`src/rtl/llra_pkg.sv`:
```
// Shared types, constants and helpers for the level loop reduction block.
// Used by llra_ctrl, llra_dp and level_loop_reduction_adjust; depends on nothing.
`default_nettype none

package llra_pkg;

  localparam int IN_W     = 128;  // 122 payload bits, padded to whole bytes
  localparam int OUT_W    = 144;
  localparam int CFG_W    = 31;
  localparam int CFG_AW   = 1;
  localparam int LVL_W    = 32;
  localparam int DIST_W   = 31;
  localparam int RAM_W    = 1 + LVL_W + DIST_W;
  localparam int DIV_STEPS = 64;
  localparam int DIV_CW   = 6;

  localparam logic [CFG_AW-1:0] CFG_START_LEVEL = 1'b0;
  localparam logic [CFG_AW-1:0] CFG_END_LEVEL   = 1'b1;

  // controller to datapath
  typedef struct packed {
    logic load;      // accept one point
    logic latch_m;   // register misclosure and its magnitude
    logic mul_en;    // load product register
    logic mul_sel;   // 0: setup correction, 1: distance correction
    logic div_load;  // load divider from product
    logic div_step;  // one quotient bit
    logic save_s;    // hold setup correction
    logic form;      // build result beat
    logic next;      // advance to next stored point
    logic clear;     // drop loop state
  } cmd_t;

  // datapath to controller
  typedef struct packed {
    logic div_last;
    logic emit_last;
  } sts_t;

  function automatic logic signed [31:0] sat32(input logic signed [34:0] v);
    logic signed [31:0] r;
    if (v > 35'sh0_7FFF_FFFF) begin
      r = 32'sh7FFF_FFFF;
    end else if (v < -35'sh0_8000_0000) begin
      r = -32'sh8000_0000;
    end else begin
      r = v[31:0];
    end
    return r;
  endfunction

endpackage

`default_nettype wire

```
`src/rtl/llra_ctrl.sv`:
```
// Sequencer for load and emission phases of the level loop reduction block.
// Depends on llra_pkg (cmd_t, sts_t).
`default_nettype none

module llra_ctrl (
  input  wire logic          clk,
  input  wire logic          rst,
  input  wire logic          in_valid,
  input  wire logic          in_last,
  output logic               in_ready,
  output logic               out_valid,
  input  wire logic          out_ready,
  output llra_pkg::cmd_t     cmd,
  input  wire llra_pkg::sts_t sts
);

  typedef enum logic [9:0] {
    ST_IDLE = 10'b00_0000_0001,
    ST_READ = 10'b00_0000_0010,
    ST_MULS = 10'b00_0000_0100,
    ST_LDS  = 10'b00_0000_1000,
    ST_DIVS = 10'b00_0001_0000,
    ST_MULD = 10'b00_0010_0000,
    ST_LDD  = 10'b00_0100_0000,
    ST_DIVD = 10'b00_1000_0000,
    ST_FORM = 10'b01_0000_0000,
    ST_OUT  = 10'b10_0000_0000
  } state_t;

  state_t state, state_next;

  always_ff @(posedge clk) begin
    if (rst) begin
      state <= ST_IDLE;
    end else begin
      state <= state_next;
    end
  end

  assign in_ready  = (state == ST_IDLE);
  assign out_valid = (state == ST_OUT);

  always_comb begin
    state_next = state;
    cmd        = '0;
    case (state)
      ST_IDLE: begin
        if (in_valid) begin
          cmd.load = 1'b1;
          if (in_last) state_next = ST_READ;
        end
      end
      ST_READ: begin
        cmd.latch_m = 1'b1;
        state_next  = ST_MULS;
      end
      ST_MULS: begin
        cmd.mul_en = 1'b1;
        state_next = ST_LDS;
      end
      ST_LDS: begin
        cmd.div_load = 1'b1;
        state_next   = ST_DIVS;
      end
      ST_DIVS: begin
        cmd.div_step = 1'b1;
        if (sts.div_last) state_next = ST_MULD;
      end
      ST_MULD: begin
        cmd.save_s  = 1'b1;
        cmd.mul_en  = 1'b1;
        cmd.mul_sel = 1'b1;
        state_next  = ST_LDD;
      end
      ST_LDD: begin
        cmd.div_load = 1'b1;
        cmd.mul_sel  = 1'b1;
        state_next   = ST_DIVD;
      end
      ST_DIVD: begin
        cmd.div_step = 1'b1;
        if (sts.div_last) state_next = ST_FORM;
      end
      ST_FORM: begin
        cmd.form   = 1'b1;
        state_next = ST_OUT;
      end
      ST_OUT: begin
        if (out_ready) begin
          if (sts.emit_last) begin
            cmd.clear  = 1'b1;
            state_next = ST_IDLE;
          end else begin
            cmd.next   = 1'b1;
            state_next = ST_READ;
          end
        end
      end
      default: begin
        state_next = ST_IDLE;
      end
    endcase
  end

endmodule

`default_nettype wire

```
`config.mk`:
```
export PLATFORM = sky130hd
export DESIGN_NAME = llra_ctrl
export DESIGN_NICKNAME = d
export VERILOG_FILES = /design/src/rtl/llra_pkg.sv /design/src/rtl/llra_ctrl.sv
export SDC_FILE = /design/constraint.sdc
export NUM_CORES = 1
export LEC_CHECK = 0
export ABC_AREA = 1
export BUFFER_PORTS_ARGS = -buffer_cell sky130_fd_sc_hd__buf_2
export CORE_MARGIN = 10
export CORE_UTILIZATION = 33
export CTS_CLUSTER_DIAMETER = 60
export DETAILED_ROUTE_END_ITERATION = 6
export GPL_ROUTABILITY_DRIVEN = 0
export PLACE_DENSITY_LB_ADDON = 0.08
export SYNTH_ARGS = -nofsm -noshare
export SYNTH_HDL_FRONTEND = slang
export SYNTH_SLANG_ARGS = --single-unit
```
`constraint.sdc`:
```
create_clock -name clk -period 1.6 [get_ports clk]
set_input_delay 0.16 -clock clk [delete_from_list [all_inputs] [get_ports clk]]
set_output_delay 0.16 -clock clk [all_outputs]
set_load 0.01 [all_outputs]
```
Yosys cells after proc, flatten, opt, wreduce, memory -nomap -nowiden:

Cells that the tools add are included.

* input port bits: 7
* logic and storage cells: 41
* output and inout bits: 12
* register bits after elaboration: 10

* multiplexer cells: 20
* reduce and logical (&&, ||, !) cells: 5
* equality and inequality tests: 15

Operator list (number)
* 10-bit one-hot mux with 10 select lines: 1
* 10-bit 2-to-1 mux: 5
* 1-bit 2-to-1 mux: 11
* 10-bit by 1-bit == test with 1-bit output (second input constant): 1
* 10-bit == test (second input constant): 1
* 10-bit by 2-bit == test with 1-bit output (second input constant): 1
* 10-bit by 3-bit == test with 1-bit output (second input constant): 1
* 10-bit by 4-bit == test with 1-bit output (second input constant): 1
* 10-bit by 5-bit == test with 1-bit output (second input constant): 1
* 10-bit by 6-bit == test with 1-bit output (second input constant): 1
* 10-bit by 7-bit == test with 1-bit output (second input constant): 1
* 10-bit by 8-bit == test with 1-bit output (second input constant): 1
* 10-bit by 9-bit == test with 1-bit output (second input constant): 1
* 2-bit != test (second input constant): 4
* 2-bit OR reduction: 4
* 2-bit 2-to-1 mux: 3
* 5-bit AND reduction: 1
* 2-bit by 1-bit != test with 1-bit output (second input constant): 1

Depth between registers and ports, before layout:

* word-level depth: 3
* depth in mapped cells: 10
* depth with buffers taken out: 10

Worst setup path after synthesis:

No wires, ideal clock.

* path type: register -> output
* start: reg state[0]
* end: out cmd[0] in the netlist's numbering
* slack: 0.334 ns
* data required time: 1.440 ns
* stages on the path, launching flop included: 8
* data arrival time: 1.106 ns
* path buffers: 0
* cell sequence: dfxtp_1 nor2_2 nand2_2 nor2_2 nand2_1 inv_1 nand2_1 nor2_1

RTL lines
* start: declaration: RTL line llra_ctrl.sv:30 `state_t state, state_next;`
* start signal: assignment: RTL line llra_ctrl.sv:36 `state <= state_next;`
* end: declaration: RTL line llra_ctrl.sv:13 `output llra_pkg::cmd_t cmd,`

==> summary.md <==
| Metric | Value |
|---|---|
| Count of endpoints failing hold in the final timing report | 0 |
| Total number of vias | 765 |
| Period utilization | 97.7% |
| Post-Route Skew | 0.00263 ns |
| Initial Utilization | 35.2% |
| Worst-case setup margin in the final layout | around 0.037 ns |
| EDFF count, synth | 0 |
| Number of violations reported at the end of detailed-routing iteration 0 | 21 |
| Flop and latch count out of synthesis | 10 |
| Clock slew at reported path FFs | 0.06 ns |
| Post-Syn Area per Cell | 5.92 um2 |
| Worst hold path type | primary input to flip-flop |
| Sink Count | 10 |
| Overflow left after global routing | 0 |
| Growth of design area from synthesis to finish | 36.8% |
| Library cell with the largest summed area after synthesis | dfxtp_1 |
| Run status | completed |
| Cell chosen for the clock root | clkbuf_4 |
| Post-detailed-route via-to-cell ratio | 4.42 |
| Count of distinct cell types in the synthesized netlist | 18 |
| Area taken by flip-flops and latches | approximately 210 um2 |
| TritonCTS buffer count | 3 |
| Cell with the most instances after synthesis | nand2_1 |
| Worst Setup Path Type | flip-flop to primary output |
| Top post-synthesis cells by area | dfxtp_1, nand2_1, inv_1, nor2_1, nor2_2 |
| Warnings from Yosys | 0 |
| First-pass GRT wire length | 3220 um |
| CTS Hold Bufs | 0 |
| Vert. Die Dim | 66.2 um |
| Maximum number of pins on one net before global-route repair | 10 |
| Fraction of final layout cells sized beyond drive strength 1 | 40.4% |
| Detailed-route wire length on metal 1 | between 900 and 1000 um |
| DRC violations left | 0 |
| Number of maximum-capacitance constraint violations | 0 |
| Max stage delay on crit path | between 0.3 and 0.4 ns |
| Total track usage | ~9.2% |
| Input/output buffers | 18 |
| F_max | approximately 0.64 GHz |
| I/O pin total | 19 |
| Main synth FF type | dfxtp_1 |
| Portion of the post-synthesis area used by sequential elements | 28.4% |
| Final setup viols | 0 |
| Power density relative to cell area | 1490 nW/um2 |
| Initial antenna violation count | 0 |
| Number of optimization iterations in the first detailed-route pass | 4 |
| Yosys top cell area share | 28.4% |
| Die Footprint | 4380 um2 |
| Met2 layer wire length in the routed design | 813 um |
| Final antenna diode count | 0 |
| Horizontal die dimension | 66.2 um |
| Average wire length per cell after detail routing | 11.0 um |
| Net switching component of the power | 0.703 mW |
| Top reg by flops | state |
| Worst Path Arrival | 1.40 ns |
| Area inside the core boundary | 2000 um2 |
| Uppermost layer routed | met4 |
| Internal portion of total power | 0.734 mW |
| Worst slew margin relative to its limit | approximately 82% |
| Detailed-placement wirelength estimate | 1490 um |
| Most numerous cell types in the synthesized netlist | nand2_1, inv_1, nor2_1, dfxtp_1, nand3_1 |
| CP cell instances | nor2_4 -> nand2_4 -> nor2_4 -> nand2_4 -> inv_2 -> nand2_2 -> nor2_1 -> buf_2 |
| CTS max path bufs | 2 |
| Critical Path Start Type | flip-flop |
| Remaining antenna violation count | 0 |
| TritonCTS clock tree | yes |
| Measured slew at the worst slew-check pin | 0.264 ns |
| Worst VDD drop | 650 uV |
| Leakage component of the power | 0.596 nW |
| Worst setup EP type | primary output |
| Max FO, Critical Path | 5 |
| Proportion of total power due to net switching | 48.9% |
| RSZ-0062 raised after global routing | yes |
| Latest clock arrival within the worst-skew pair | 0.26 ns |
| Leading registers by flop count | state: 10 flops |
| Rows | 16 |
| Cells after synthesis | about 120 |
| Wire length reported by the detailed router | 1910 um |
| Slowest CP cell | dfxtp_4 |
| Syn Nets | ~130 |
| Largest register FFs | 10 |
| Sequential Power Share | 24.6% |
| Combined area of all synthesized cells | approximately 700 um2 |
| Minimum clock period | between 1.5 and 2 ns |
| Logic gate share of total power | 63.6% |
| Number of nets at the end of the flow | around 160 |
| Worst path required time | 1.44 ns |
| Power share of the clock group | around an eighth |
| Vias in the first global route | 768 |
| Setup TNS after final layout | 0 ns |
| Count of final max-slew check failures | 0 |
| # H-tree levels | 1 |
| Footprint of the multi-input gates | ~440 um2 |
| Fillers | 229 |
| Post-placement worst setup slack | 0.222 ns |
| Length of routed met3 wiring | around 110 um |
| Ys async rst share | 0% |
-- layer usage --
metal | up-vias | global-route usage [%]
li1 | 406 | -
met2 | 30 | 14.0
met4 | 0 | 6.54
met5 | - | 0
met1 | 323 | 11.0
met3 | 6 | 2.03
-- stage by stage --
stage	util [%]	area [um2]	std cells	hold slack [ns]	power, mW
2_1_floorplan	-	704	119	0.229	0.954
3_3_place_gp	41.4	828	164	0.353	1.14
3_5_place_dp	41.4	828	164	0.347	1.14
4_1_cts	43.4	870	168	0.0667	1.35
5_1_grt	48.1	963	173	0.0801	1.58
6_report	48.1	963	173	0.0704	1.44
-- repair_timing --
| action | CTS | global route |
|---|---|---|
| endpoints found under the hold margin | 0 | 0 |
| endpoints found under the setup margin | 3 | 8 |
| resized for setup | 4 | 18 |
| pin swaps | 2 | 7 |
| cloned | 0 | 0 |
| buffers inserted | 1 | 5 |
-- power by group through the flow --
stage	logic [mW]	clock network [mW]	registers, mW
CTS	0.826	0.176	0.345
global placement	0.802	0	0.342
finish	0.915	0.169	0.354
global route	1.04	0.181	0.360
detailed placement	0.795	0	0.345
floorplan	0.618	0	0.336
-- final cells by class --
cell class / count / share of cell area, %
multi-input combinational: 78 / 45.7
tap: 27 / 3.51
sequential: 10 / 21.4
inverter: 31 / 12.3
clock buffer: 3 / 2.34
timing repair buffer: 24 / 14.7
-- path summary, 6_finish.rpt --
check                              start       end  slack [ns]  cells after the start
worst max register to register  state[1]  state[0]        0.17                     12
worst min register to register  state[4]  state[4]        0.57                      4
worst max-delay path            state[4]    cmd[0]        0.04                      8
worst min-delay path                 rst  state[9]        0.07                      2
-- worst max-delay path, delay by kind of cell (launching register included) --
family / cells / cell delay [ns]
flip-flops: 1 / 0.35
AND/OR/NAND/NOR: 6 / 0.59
buffers and inverters: 2 / 0.20
-- kinds of logic (layout without fill, tap and decap cells) --
group	after synthesis	in the layout	share of synthesized area, %
DFF	10	10	28.4
and+or+nand+nor	74	74	51.9
AOI/OAI and AO/OA	4	4	2.84
buffers and inverters	31	58	16.9
-- layout by cell type (no fill, tap or decap), drive strengths merged --
master / instances
clkinv: 1
dfxtp: 10
nand3: 8
clkbuf: 3
nor2: 25
nand2: 36
nand4: 4
nor3: 1
buf: 24
o21ai: 1
inv: 30
a21oi: 3
No activity file was read; power rests on OpenSTA's default activity.
